### src/sv/ies_pkg.sv
// Shared types, constants and helper functions of the image error statistics block.
package ies_pkg;

    localparam int C_CHANNELS      = 4;
    localparam int C_COLOR_CH      = 3;
    localparam int C_BINS          = 9;
    localparam int C_BIN_W         = 4;
    localparam int C_TILE_SIDE     = 4;
    localparam int C_MAX_DIMENSION = 16384;
    localparam int C_COORD_W       = 14;
    localparam logic [C_COORD_W-1:0] C_COORD_LIMIT =
        C_COORD_W'(C_MAX_DIMENSION - C_TILE_SIDE);

    localparam int C_HIST_COLOR_W  = 30;
    localparam int C_HIST_OPA_W    = 29;
    localparam int C_HIST_ALL_W    = 31;
    localparam int C_ABS_COLOR_W   = 38;
    localparam int C_SQ_COLOR_W    = 46;
    localparam int C_ABS_OPA_W     = 37;
    localparam int C_ABS_OPA_OUT_W = 36;
    localparam int C_SQ_OPA_W      = 44;
    localparam int C_TILE_SQ_W     = 22;
    localparam int C_TILE_CNT_W    = 7;
    localparam int C_PROD_W        = C_TILE_SQ_W + C_TILE_CNT_W;

    typedef struct packed {
        logic [7:0]           first_red;
        logic [7:0]           first_green;
        logic [7:0]           first_blue;
        logic [7:0]           first_alpha;
        logic [7:0]           second_red;
        logic [7:0]           second_green;
        logic [7:0]           second_blue;
        logic [7:0]           second_alpha;
        logic [C_COORD_W-1:0] tile_column;
        logic [C_COORD_W-1:0] tile_row;
        logic                 tile_end;
        logic                 image_end;
    } t_pixel_pair;

    typedef struct packed {
        logic [C_BIN_W-1:0]         bin_index;
        logic [C_HIST_COLOR_W-1:0]  count_color;
        logic [C_HIST_OPA_W-1:0]    count_opacity;
        logic [C_HIST_ALL_W-1:0]    count_all;
        logic [C_ABS_COLOR_W-1:0]   abs_sum_color;
        logic [C_SQ_COLOR_W-1:0]    square_sum_color;
        logic [C_ABS_OPA_OUT_W-1:0] abs_sum_opacity;
        logic [C_SQ_OPA_W-1:0]      square_sum_opacity;
        logic                       opacity_constant;
        logic [C_COORD_W-1:0]       worst_column;
        logic [C_COORD_W-1:0]       worst_row;
        logic                       report_last;
    } t_report;

    typedef enum logic [2:0] {
        S_IDLE,
        S_DIFF,
        S_ACCUM,
        S_COMPARE,
        S_DECIDE,
        S_REPORT
    } t_state;

    typedef struct packed {
        logic load;
        logic diff;
        logic accum;
        logic compare;
        logic decide;
        logic next_bin;
        logic clear;
    } t_cmd;

    typedef struct packed {
        logic tile_close;
        logic image_end;
        logic last_bin;
    } t_status;

    function automatic logic [C_BIN_W-1:0] bit_length(input logic [7:0] v);
        logic [C_BIN_W-1:0] n;
        n = '0;
        for (int i = 0; i < 8; i++) begin
            if (v[i]) begin
                n = C_BIN_W'(i + 1);
            end
        end
        return n;
    endfunction

endpackage

### src/sv/ies_stream_if.sv
// Valid/ready stream interface that carries one item per handshake.
interface ies_stream_if #(
    parameter type t_payload = logic
) ();
    logic     valid;
    logic     ready;
    t_payload data;

    modport source (output valid, output data, input ready);
    modport sink (input valid, input data, output ready);
endinterface

### src/sv/ies_ctrl.sv
// Sequencer that steps each pixel pair through the datapath and walks the report bins.
module ies_ctrl import ies_pkg::*; (
    input  logic    i_clk,
    input  logic    i_rst_n,
    input  logic    i_in_valid,
    output logic    o_in_ready,
    output logic    o_out_valid,
    input  logic    i_out_ready,
    input  t_status i_status,
    output t_cmd    o_cmd
);

    t_state r_state;
    t_state n_state;

    always_ff @(posedge i_clk) begin
        if (!i_rst_n) begin
            r_state <= S_IDLE;
        end else begin
            r_state <= n_state;
        end
    end

    always_comb begin
        n_state     = r_state;
        o_cmd       = '0;
        o_in_ready  = 1'b0;
        o_out_valid = 1'b0;
        case (r_state)
            S_IDLE: begin
                o_in_ready = i_rst_n;
                if (i_in_valid && i_rst_n) begin
                    o_cmd.load = 1'b1;
                    n_state    = S_DIFF;
                end
            end
            S_DIFF: begin
                o_cmd.diff = 1'b1;
                n_state    = S_ACCUM;
            end
            S_ACCUM: begin
                o_cmd.accum = 1'b1;
                n_state     = i_status.tile_close ? S_COMPARE : S_IDLE;
            end
            S_COMPARE: begin
                o_cmd.compare = 1'b1;
                n_state       = S_DECIDE;
            end
            S_DECIDE: begin
                o_cmd.decide = 1'b1;
                n_state      = i_status.image_end ? S_REPORT : S_IDLE;
            end
            S_REPORT: begin
                o_out_valid = i_rst_n;
                if (i_out_ready && i_rst_n) begin
                    o_cmd.next_bin = 1'b1;
                    if (i_status.last_bin) begin
                        o_cmd.clear = 1'b1;
                        n_state     = S_IDLE;
                    end
                end
            end
            default: begin
                n_state = S_IDLE;
            end
        endcase
    end

endmodule

### src/sv/ies_datapath.sv
// Error accumulators, bit-length histograms and worst-tile tracking.
module ies_datapath import ies_pkg::*; (
    input  logic        i_clk,
    input  logic        i_rst_n,
    input  t_pixel_pair i_pixel,
    input  t_cmd        i_cmd,
    output t_status     o_status,
    output t_report     o_report
);

    t_pixel_pair r_in;
    logic [7:0]  r_diff [C_CHANNELS];
    logic [15:0] r_sq   [C_CHANNELS];
    logic [C_BIN_W-1:0] r_len [C_CHANNELS];
    logic [C_PROD_W-1:0] r_prod_tile;
    logic [C_PROD_W-1:0] r_prod_worst;

    logic [C_ABS_COLOR_W-1:0] r_color_abs, n_color_abs;
    logic [C_SQ_COLOR_W-1:0]  r_color_sq, n_color_sq;
    logic [C_ABS_OPA_W-1:0]   r_opa_abs, n_opa_abs;
    logic [C_SQ_OPA_W-1:0]    r_opa_sq, n_opa_sq;
    logic [C_HIST_COLOR_W-1:0] r_hist_color [C_BINS];
    logic [C_HIST_COLOR_W-1:0] n_hist_color [C_BINS];
    logic [C_HIST_OPA_W-1:0]   r_hist_opa   [C_BINS];
    logic [C_HIST_OPA_W-1:0]   n_hist_opa   [C_BINS];
    logic [C_HIST_ALL_W-1:0]   r_hist_all   [C_BINS];
    logic [C_HIST_ALL_W-1:0]   n_hist_all   [C_BINS];
    logic [C_TILE_SQ_W-1:0]   r_tile_sq, n_tile_sq;
    logic [C_TILE_CNT_W-1:0]  r_tile_cnt, n_tile_cnt;
    logic [C_TILE_SQ_W-1:0]   r_worst_sq;
    logic [C_TILE_CNT_W-1:0]  r_worst_cnt;
    logic [C_COORD_W-1:0]     r_worst_x;
    logic [C_COORD_W-1:0]     r_worst_y;
    logic                     r_worst_valid;
    logic                     r_alpha_max;
    logic [C_BIN_W-1:0]       r_bin;

    logic [7:0] ch_first  [C_CHANNELS];
    logic [7:0] ch_second [C_CHANNELS];
    logic [7:0] ch_diff   [C_CHANNELS];

    logic [9:0]  color_abs_inc;
    logic [17:0] color_sq_inc;
    logic [18:0] tile_sq_inc;
    logic [C_ABS_COLOR_W:0] color_abs_sum;
    logic [C_SQ_COLOR_W:0]  color_sq_sum;
    logic [C_ABS_OPA_W:0]   opa_abs_sum;
    logic [C_SQ_OPA_W:0]    opa_sq_sum;
    logic [C_TILE_SQ_W:0]   tile_sq_sum;
    logic [C_TILE_CNT_W:0]  tile_cnt_sum;
    logic [1:0] inc_color [C_BINS];
    logic       inc_opa   [C_BINS];
    logic [2:0] inc_all   [C_BINS];
    logic [C_HIST_COLOR_W:0] sum_color [C_BINS];
    logic [C_HIST_OPA_W:0]   sum_opa   [C_BINS];
    logic [C_HIST_ALL_W:0]   sum_all   [C_BINS];
    logic       take;
    logic [C_COORD_W-1:0] clamp_x;
    logic [C_COORD_W-1:0] clamp_y;

    assign ch_first[0]  = r_in.first_red;
    assign ch_first[1]  = r_in.first_green;
    assign ch_first[2]  = r_in.first_blue;
    assign ch_first[3]  = r_in.first_alpha;
    assign ch_second[0] = r_in.second_red;
    assign ch_second[1] = r_in.second_green;
    assign ch_second[2] = r_in.second_blue;
    assign ch_second[3] = r_in.second_alpha;

    always_comb begin
        for (int c = 0; c < C_CHANNELS; c++) begin
            ch_diff[c] = (ch_first[c] > ch_second[c]) ? ch_first[c] - ch_second[c]
                                                      : ch_second[c] - ch_first[c];
        end
    end

    always_ff @(posedge i_clk) begin
        if (i_cmd.load) begin
            r_in <= i_pixel;
        end
        if (i_cmd.diff) begin
            for (int c = 0; c < C_CHANNELS; c++) begin
                r_diff[c] <= ch_diff[c];
                r_sq[c]   <= 16'(ch_diff[c]) * 16'(ch_diff[c]);
                r_len[c]  <= bit_length(ch_diff[c]);
            end
        end
        if (i_cmd.compare) begin
            r_prod_tile  <= C_PROD_W'(r_tile_sq) * C_PROD_W'(r_worst_cnt);
            r_prod_worst <= C_PROD_W'(r_worst_sq) * C_PROD_W'(r_tile_cnt);
        end
    end

    always_comb begin
        color_abs_inc = 10'(r_diff[0]) + 10'(r_diff[1]) + 10'(r_diff[2]);
        color_sq_inc  = 18'(r_sq[0]) + 18'(r_sq[1]) + 18'(r_sq[2]);
        tile_sq_inc   = 19'(color_sq_inc) + 19'(r_sq[3]);

        color_abs_sum = {1'b0, r_color_abs} + (C_ABS_COLOR_W+1)'(color_abs_inc);
        color_sq_sum  = {1'b0, r_color_sq} + (C_SQ_COLOR_W+1)'(color_sq_inc);
        opa_abs_sum   = {1'b0, r_opa_abs} + (C_ABS_OPA_W+1)'(r_diff[3]);
        opa_sq_sum    = {1'b0, r_opa_sq} + (C_SQ_OPA_W+1)'(r_sq[3]);
        tile_sq_sum   = {1'b0, r_tile_sq} + (C_TILE_SQ_W+1)'(tile_sq_inc);
        tile_cnt_sum  = {1'b0, r_tile_cnt} + (C_TILE_CNT_W+1)'(C_CHANNELS);

        n_color_abs = color_abs_sum[C_ABS_COLOR_W] ? '1 : color_abs_sum[C_ABS_COLOR_W-1:0];
        n_color_sq  = color_sq_sum[C_SQ_COLOR_W] ? '1 : color_sq_sum[C_SQ_COLOR_W-1:0];
        n_opa_abs   = opa_abs_sum[C_ABS_OPA_W] ? '1 : opa_abs_sum[C_ABS_OPA_W-1:0];
        n_opa_sq    = opa_sq_sum[C_SQ_OPA_W] ? '1 : opa_sq_sum[C_SQ_OPA_W-1:0];
        n_tile_sq   = tile_sq_sum[C_TILE_SQ_W] ? '1 : tile_sq_sum[C_TILE_SQ_W-1:0];
        n_tile_cnt  = tile_cnt_sum[C_TILE_CNT_W] ? '1 : tile_cnt_sum[C_TILE_CNT_W-1:0];

        for (int b = 0; b < C_BINS; b++) begin
            inc_color[b] = 2'(r_len[0] == C_BIN_W'(b)) + 2'(r_len[1] == C_BIN_W'(b))
                         + 2'(r_len[2] == C_BIN_W'(b));
            inc_opa[b]   = (r_len[3] == C_BIN_W'(b));
            inc_all[b]   = 3'(inc_color[b]) + 3'(inc_opa[b]);
            sum_color[b] = {1'b0, r_hist_color[b]} + (C_HIST_COLOR_W+1)'(inc_color[b]);
            sum_opa[b]   = {1'b0, r_hist_opa[b]} + (C_HIST_OPA_W+1)'(inc_opa[b]);
            sum_all[b]   = {1'b0, r_hist_all[b]} + (C_HIST_ALL_W+1)'(inc_all[b]);
            n_hist_color[b] = sum_color[b][C_HIST_COLOR_W] ? '1
                                                           : sum_color[b][C_HIST_COLOR_W-1:0];
            n_hist_opa[b]   = sum_opa[b][C_HIST_OPA_W] ? '1 : sum_opa[b][C_HIST_OPA_W-1:0];
            n_hist_all[b]   = sum_all[b][C_HIST_ALL_W] ? '1 : sum_all[b][C_HIST_ALL_W-1:0];
        end
    end

    assign take    = !r_worst_valid || (r_prod_tile > r_prod_worst);
    assign clamp_x = (r_in.tile_column > C_COORD_LIMIT) ? C_COORD_LIMIT : r_in.tile_column;
    assign clamp_y = (r_in.tile_row > C_COORD_LIMIT) ? C_COORD_LIMIT : r_in.tile_row;

    always_ff @(posedge i_clk) begin
        if (!i_rst_n || i_cmd.clear) begin
            r_color_abs   <= '0;
            r_color_sq    <= '0;
            r_opa_abs     <= '0;
            r_opa_sq      <= '0;
            r_tile_sq     <= '0;
            r_tile_cnt    <= '0;
            r_worst_sq    <= '0;
            r_worst_cnt   <= '0;
            r_worst_x     <= '0;
            r_worst_y     <= '0;
            r_worst_valid <= 1'b0;
            r_alpha_max   <= 1'b1;
            r_bin         <= '0;
            for (int b = 0; b < C_BINS; b++) begin
                r_hist_color[b] <= '0;
                r_hist_opa[b]   <= '0;
                r_hist_all[b]   <= '0;
            end
        end else begin
            if (i_cmd.accum) begin
                r_color_abs <= n_color_abs;
                r_color_sq  <= n_color_sq;
                r_opa_abs   <= n_opa_abs;
                r_opa_sq    <= n_opa_sq;
                r_tile_sq   <= n_tile_sq;
                r_tile_cnt  <= n_tile_cnt;
                if (r_in.first_alpha != 8'hFF || r_in.second_alpha != 8'hFF) begin
                    r_alpha_max <= 1'b0;
                end
                for (int b = 0; b < C_BINS; b++) begin
                    r_hist_color[b] <= n_hist_color[b];
                    r_hist_opa[b]   <= n_hist_opa[b];
                    r_hist_all[b]   <= n_hist_all[b];
                end
            end
            if (i_cmd.decide) begin
                if (take) begin
                    r_worst_sq    <= r_tile_sq;
                    r_worst_cnt   <= r_tile_cnt;
                    r_worst_x     <= clamp_x;
                    r_worst_y     <= clamp_y;
                    r_worst_valid <= 1'b1;
                end
                r_tile_sq  <= '0;
                r_tile_cnt <= '0;
            end
            if (i_cmd.next_bin) begin
                r_bin <= r_bin + C_BIN_W'(1);
            end
        end
    end

    assign o_status.tile_close = r_in.tile_end | r_in.image_end;
    assign o_status.image_end  = r_in.image_end;
    assign o_status.last_bin   = (r_bin == C_BIN_W'(C_BINS - 1));

    always_comb begin
        o_report.bin_index          = r_bin;
        o_report.count_color        = r_hist_color[r_bin];
        o_report.count_opacity      = r_hist_opa[r_bin];
        o_report.count_all          = r_hist_all[r_bin];
        o_report.abs_sum_color      = r_color_abs;
        o_report.square_sum_color   = r_color_sq;
        o_report.abs_sum_opacity    = r_opa_abs[C_ABS_OPA_W-1] ? '1
                                                               : r_opa_abs[C_ABS_OPA_OUT_W-1:0];
        o_report.square_sum_opacity = r_opa_sq;
        o_report.opacity_constant   = r_alpha_max;
        o_report.worst_column       = r_worst_x;
        o_report.worst_row          = r_worst_y;
        o_report.report_last        = o_status.last_bin;
    end

    a_bin_range: assert property (@(posedge i_clk) disable iff (!i_rst_n)
        r_bin <= C_BIN_W'(C_BINS - 1))
        else $error("Report bin counter ran past the last bin.");

    a_decide_closes_tile: assert property (@(posedge i_clk) disable iff (!i_rst_n)
        i_cmd.decide |=> r_worst_valid && r_tile_sq == '0 && r_tile_cnt == '0)
        else $error("Closing a tile did not leave a worst tile and an empty tile.");

    a_clear_restores: assert property (@(posedge i_clk) disable iff (!i_rst_n)
        i_cmd.clear |=> r_bin == '0 && r_alpha_max && !r_worst_valid && r_color_sq == '0)
        else $error("End of report did not return the statistics to their reset values.");

endmodule

### src/sv/image_error_statistics.sv
// Top level of the image error statistics block.
//
//   Channel   Direction  Payload       Carries
//   i_pixel   in         t_pixel_pair  one pixel pair with tile corner and end flags
//   o_report  out        t_report      one histogram bin with the image totals
//
// The sequencer runs the load, difference and accumulate steps on one pixel pair at a
// time, adding the multiply and compare steps when the pair closes a tile.
// The last pixel of an image is followed by nine report items, one per cycle while
// o_report.ready is high; no pixel is taken until the ninth item has gone.
// Reset and the end of each report clear all sums, histograms and the worst tile.
module image_error_statistics import ies_pkg::*; (
    input  logic         i_clk,
    input  logic         i_rst_n,
    ies_stream_if.sink   i_pixel,
    ies_stream_if.source o_report
);

    t_cmd    cmd;
    t_status status;
    logic    in_ready;
    logic    out_valid;
    t_report report_data;

    ies_ctrl u_ctrl (
        .i_clk       (i_clk),
        .i_rst_n     (i_rst_n),
        .i_in_valid  (i_pixel.valid),
        .o_in_ready  (in_ready),
        .o_out_valid (out_valid),
        .i_out_ready (o_report.ready),
        .i_status    (status),
        .o_cmd       (cmd)
    );

    ies_datapath u_datapath (
        .i_clk    (i_clk),
        .i_rst_n  (i_rst_n),
        .i_pixel  (i_pixel.data),
        .i_cmd    (cmd),
        .o_status (status),
        .o_report (report_data)
    );

    assign i_pixel.ready  = in_ready;
    assign o_report.valid = out_valid;
    assign o_report.data  = report_data;

endmodule
### src/flat_wrapper.sv
// flat-port wrapper written by rule: the top's interface ports become plain ports
module image_error_statistics_flat import ies_pkg::*;
  (i_clk, i_rst_n, i_pixel_valid, i_pixel_data, i_pixel_ready, o_report_valid, o_report_data, o_report_ready);
  ies_stream_if i_pixel_i ();
  ies_stream_if o_report_i ();
  input  logic i_clk;
  input  logic i_rst_n;
  input wire logic [$bits(i_pixel_i.valid)-1:0] i_pixel_valid;
  input wire logic [$bits(i_pixel_i.data)-1:0] i_pixel_data;
  output wire logic [$bits(i_pixel_i.ready)-1:0] i_pixel_ready;
  output wire logic [$bits(o_report_i.valid)-1:0] o_report_valid;
  output wire logic [$bits(o_report_i.data)-1:0] o_report_data;
  input wire logic [$bits(o_report_i.ready)-1:0] o_report_ready;
  assign i_pixel_i.valid = i_pixel_valid;
  assign i_pixel_i.data = i_pixel_data;
  assign i_pixel_ready = i_pixel_i.ready;
  assign o_report_valid = o_report_i.valid;
  assign o_report_data = o_report_i.data;
  assign o_report_i.ready = o_report_ready;
  image_error_statistics u_core (.i_clk(i_clk), .i_rst_n(i_rst_n), .i_pixel(i_pixel_i), .o_report(o_report_i));
endmodule
### config.mk
export PLATFORM = sky130hd
export DESIGN_NAME = image_error_statistics_flat
export DESIGN_NICKNAME = d
export VERILOG_FILES = /design/src/sv/ies_pkg.sv /design/src/sv/ies_stream_if.sv /design/src/sv/ies_ctrl.sv /design/src/sv/ies_datapath.sv /design/src/sv/image_error_statistics.sv /design/src/flat_wrapper.sv
export SDC_FILE = /design/constraint.sdc
export NUM_CORES = 1
export LEC_CHECK = 0
export BUFFER_PORTS_ARGS = -buffer_cell sky130_fd_sc_hd__buf_2
export CAP_MARGIN = 30
export CORE_MARGIN = 5
export CORE_UTILIZATION = 25
export CTS_CLUSTER_SIZE = 30
export DETAILED_ROUTE_END_ITERATION = 16
export MAX_ROUTING_LAYER = met4
export PLACE_DENSITY = 0.42
export SYNTH_ARGS = -nofsm -noshare
export SYNTH_HDL_FRONTEND = slang
export SYNTH_SLANG_ARGS = --single-unit
### constraint.sdc
create_clock -name i_clk -period 1.2 [get_ports i_clk]
set_input_delay 0.06 -clock i_clk [delete_from_list [all_inputs] [get_ports i_clk]]
set_output_delay 0.06 -clock i_clk [all_outputs]
set_load 0.02 [all_outputs]
== Word-level counts from Yosys, hierarchy flattened ==
Cells that the tools add are included.
Word-level totals
  register bits: 8
Cells by class
  add/sub/neg operators: 1
  muxes and demuxes: 13
  reduce and logical (&&, ||, !) cells: 6
  equal/unequal tests: 9
Operators with widths (number)
  one-hot mux 3 bit (6 select lines): 1
  2-to-1 mux 3 bit: 4
  equality test 3 x 2 -> 1 bit (second input constant): 2
  equality test 3 bit (second input constant): 2
  2-to-1 mux 2 bit: 3
  inequality test 2 bit (second input constant): 3
  2-to-1 mux 1 bit: 5
  adder 4 x 1 -> 4 bit (second input constant): 1
  equality test 4 bit (second input constant): 1
  equality test 3 x 1 -> 1 bit (second input constant): 1
  logical NOT 3 bit: 1
  AND reduction 3 bit: 1
  logical AND 1 bit: 2
  logical NOT 1 bit: 1
  logical OR 1 bit: 1

== Logic depth before layout (Yosys ltp) ==
  depth after elaboration: 5
  gate-level depth with buffers: 6
  gate-level depth less buffers: 6

== By module ==
From an unflattened synthesis, not the netlist that was laid out.
Unflattened totals
  cell total of the unflattened synthesis: 9266
  area, all modules: 93892.6 sq um
By module, submodules not included
  ies_datapath: instances 1, cells each 9237, area an instance 93646.1 sq um, seq. area each 37075.6 sq um
  ies_ctrl: instances 1, cells each 28, area an instance 242.7 sq um, seq. area each 60.1 sq um
  image_error_statistics: instances 1, cells each 1, area an instance 3.8 sq um, seq. area each 0.0 sq um

== Least setup slack after synthesis ==
Ideal clock, no wire load.
  path kind: register to register
  from: reg u_core.u_ctrl.r_state[2]
  to: reg u_core.u_datapath.r_in, in the netlist u_core.u_datapath.o_status[1] (enable)
  arrival time: 1.183 ns
  clock period less this slack: 1.477 ns
  library setup time: 0.294 ns
  setup slack: -0.277 ns
  cell stages (with the launch flop): 4
  path buffers: 0
  path through: dfxtp_1 nand2b_1 nor3_1 and2_1
RTL lines
  start, declared: line ies_ctrl.sv:13  | t_state r_state;
  start signal, assigned: line ies_ctrl.sv:20  | r_state <= n_state;
  end signal, assigned: line ies_datapath.sv:79  | r_in <= i_pixel;
  end, declared: line ies_datapath.sv:11  | t_pixel_pair r_in;

== Worst setup path after layout ==
  from: reg u_core.u_datapath.r_bin[0]
  to: out o_report_data
Between the ends
  word-level cells in the longest chain between the ends: 1
Ends and longest elaborated chain
  start, declared: line ies_datapath.sv:36  | logic [C_BIN_W-1:0] r_bin;
  start signal, assigned: line ies_datapath.sv:181  | r_bin <= r_bin + C_BIN_W'(1);
  equality test 4 bit: line ies_datapath.sv:188  | assign o_status.last_bin = (r_bin == C_BIN_W'(C_BINS - 1));
  end, declared: line flat_wrapper.sv:12  | output wire logic [$bits(o_report_i.data)-1:0] o_report_data;
Every way passes these cells.

==> metrics.csv <==
metric,value,unit
Syn. warnings,0,
fin util,0.3993,
DR WL/cell,11.39,um
die area,0.002757,mm^2
worst r2r dst,u_core.u_datapath.r_bin[2],
net switching power,0.1983,mW
initial drt markers,4,
final hold vios,0,
Lkg Pwr,0.2702,nW
RSZ-0062 raised after global routing,true,
largest net degree at the start of global routing,12,
gpl congestion,0.7333,
initial antenna violation count,0,
via count,425,
crit-path max FO,3,
min-delay src,i_pixel_valid,
Initial Util,0.2616,
fmax,831.6,MHz
Total GRT Usage,0.08914,
DP Wirelength,747.1,um
htree depth,1,
clock power share,0.337,
nets,79,
clock skew,0.009088,ns
largest cells by area after synthesis,"dfxtp_1 31%, edfxtp_1 6.6%, nand2_1 6.6%",
overflow left after global routing,0,
Placed Area,574.3,um^2
Synth-to-Final Area Change,52.63,%
slowest CP cell,dfxtp_2,
sw frac,0.2893,
largest stage delay on the critical path,0.33,ns
Int Pwr,0.4872,mW
CP Launch Type,register,
first-pass GRT wire length,1.773,mm
"Clk Latency, worst-skew pair",0.26,ns
I/O Pins,8,
maxcap violations,0,
"Seq/Total Area, Yosys",0.3767,
layout cells sized above 1,0.5211,
worst min path class,input port to register,
Hold Path Depth,3,
die width,52.51,um
syn avg cell area,8.686,um^2
Post-synth top cells,"8 x nand2_1, 7 x dfxtp_1, 4 x inv_1",
Final Max Tran Viols,0,
clk buf depth,2,
final worst-path cycle share,1.002,
final worst-path setup slack,-0.002497,ns
"Top FF cell, synth",dfxtp_1,
Synth top area share,0.3102,
Worst Path Arrival,1.14,ns
antenna-violating nets left,0,
core box area,0.001727,mm^2
Rel. slew slack,0.7266,
failing checks,setup timing,
RR Startpoint,u_core.u_datapath.r_bin[0],
Cell variety after synth,29,
most common cell in the netlist,nand2_1,
vias in the first global route,411,
number of flops mapped to enable cells by yosys,1,
dpl cells,89,
fin crit period,1.202,ns
ANT cells,0,
Synth Net Count,59,
Critical Setup Path Class,register to output pin,
CTS tree,done,
maximum vdd ir drop,0.4992,mV
Root Driver,clkbuf_4,
status,finished with violations,
Die Y-Extent,52.51,um
CTS Buf Count,3,
final WL,1.093,mm
FF-to-FF setup slack,0.03,ns
crit path capture type,output pin,
Sink Count,8,
Reg2Reg Depth,6,
"FFs w/ async S/R, synth",0,
worst-margin pin slew,0.4048,ns
Worst-path clk slew,0.06,ns
Remaining DRCs,0,
combinational power share,0.222,
Reg power frac,0.441,
final setup fails,1,
largest area contributor in the synthesized netlist,dfxtp_1,
Finished Layout Cells,96,
DP Worst Slack,-0.01814,ns
WP data required,1.14,ns
DR pass1 iterations,4,
Synth Cell Area,451.7,um^2
Port Buf Inserts,7,
Rows,15,
Hold EP,u_core.u_ctrl.r_state[0],
vias per cell,4.427,
post-synthesis register bit count,8,
Post-Syn Instances,52,
P per Cell Area,994.4,mW/mm^2
crit-path cells,"inv_2, ha_4, and3b_2, buf_6",
Finished Cell Area,689.4,um^2
-- power groups by stage --
stage	registers (mW)	clock network, mW	logic, mW
finish	0.302	0.231	0.152
global route	0.305	0.260	0.164
CTS	0.304	0.241	0.130
detailed placement	0.309	0	0.118
global placement	0.310	0	0.121
floorplan	0.306	0	0.0852
-- layout make-up --
type,instances,area (um^2)
inverter,4,15.01
multi-input combinational,38,309.0
sequential,8,180.2
timing repair buffer,17,127.6
clock buffer,4,26.28
fill,189,1037
tap,25,31.28
-- cell usage in the layout, fill, tap and decap left out, drive strengths merged, types with 2 or more instances in the layout --
master	netlist	layout
dfxtp	7	7
nand3	3	3
inv	4	4
buf	1	16
nor2	3	3
ha	2	2
o22ai	2	2
nand2	9	9
a21oi	2	2
clkbuf	1	4
-- stage by stage --
stage / power [mW] / hold WS, ns / setup TNS [ns]
after global routing: 0.7290 / 0.09764 / -0.1967
after CTS: 0.6749 / 0.07582 / -0.009255
after detailed placement: 0.4270 / 0.2407 / -0.02408
final: 0.6855 / 0.08700 / -0.002497
after floorplan: 0.3910 / 0.1589 / 0
after global placement: 0.4307 / 0.2384 / -0.03247
-- per-layer routing --
| metal | global-route usage | vias to the layer above | share of wire |
|---|---|---|---|
| li1 | - | 225 | - |
| met1 | 0.1157 | 194 | 0.48 |
| met2 | 0.1219 | 4 | 0.48 |
| met3 | 0.02564 | 2 | 0.018 |
| met4 | 0.05106 | 0 | 0.011 |
| met5 | - | - | 0 |
-- state kept, by name, indices dropped and copies added (netlist names) --
signal / cells
u_core.u_datapath.o_status: 1
u_core.u_datapath.r_bin: 4
u_core.u_ctrl.r_state: 3
-- what timing repair did --
item                       CTS  global route
setup endpoints to repair    7             9
buffers inserted             1             1
gates resized for setup      7            13
hold endpoints to repair     1             0
pin swaps                    1             8
hold buffers                 1             0
-- how the worst max path moves through the flow --
stage | startpoint | to | slack (ns) | depth (start not counted)
final | u_core.u_datapath.r_bin[0] | o_report_data | -0.002 | 4
after global routing | u_core.u_datapath.r_bin[0] | o_report_data | -0.05 | 4
after CTS | u_core.u_datapath.r_bin[0] | o_report_data | -0.009 | 4
after detailed placement | u_core.u_ctrl.r_state[2] | u_core.u_datapath.r_bin[3] | -0.02 | 4
after global placement | u_core.u_ctrl.r_state[2] | u_core.u_datapath.r_bin[3] | -0.02 | 4
after floorplan | u_core.u_ctrl.r_state[2] | u_core.u_datapath.o_status[1] | 0.0005 | 3
-- critical path, delay by kind of cell, from the launching register on --
kind                       cells  cell delay [ns]
buffers and inverters          2             0.19
and+or+nand+nor                1             0.23
DFF                            1             0.33
adders and majority gates      1             0.14
-- kinds of logic after synthesis --
logic type	share of synthesized area
adder cells (fa/ha/maj)	0.07755
buffers and inverters	0.06646
AND/OR/NAND/NOR	0.3435
AO/OA/AOI/OAI	0.1136
flip-flops	0.3767
multiplexers	0.02216
No activity file was read; power rests on OpenSTA's default activity.
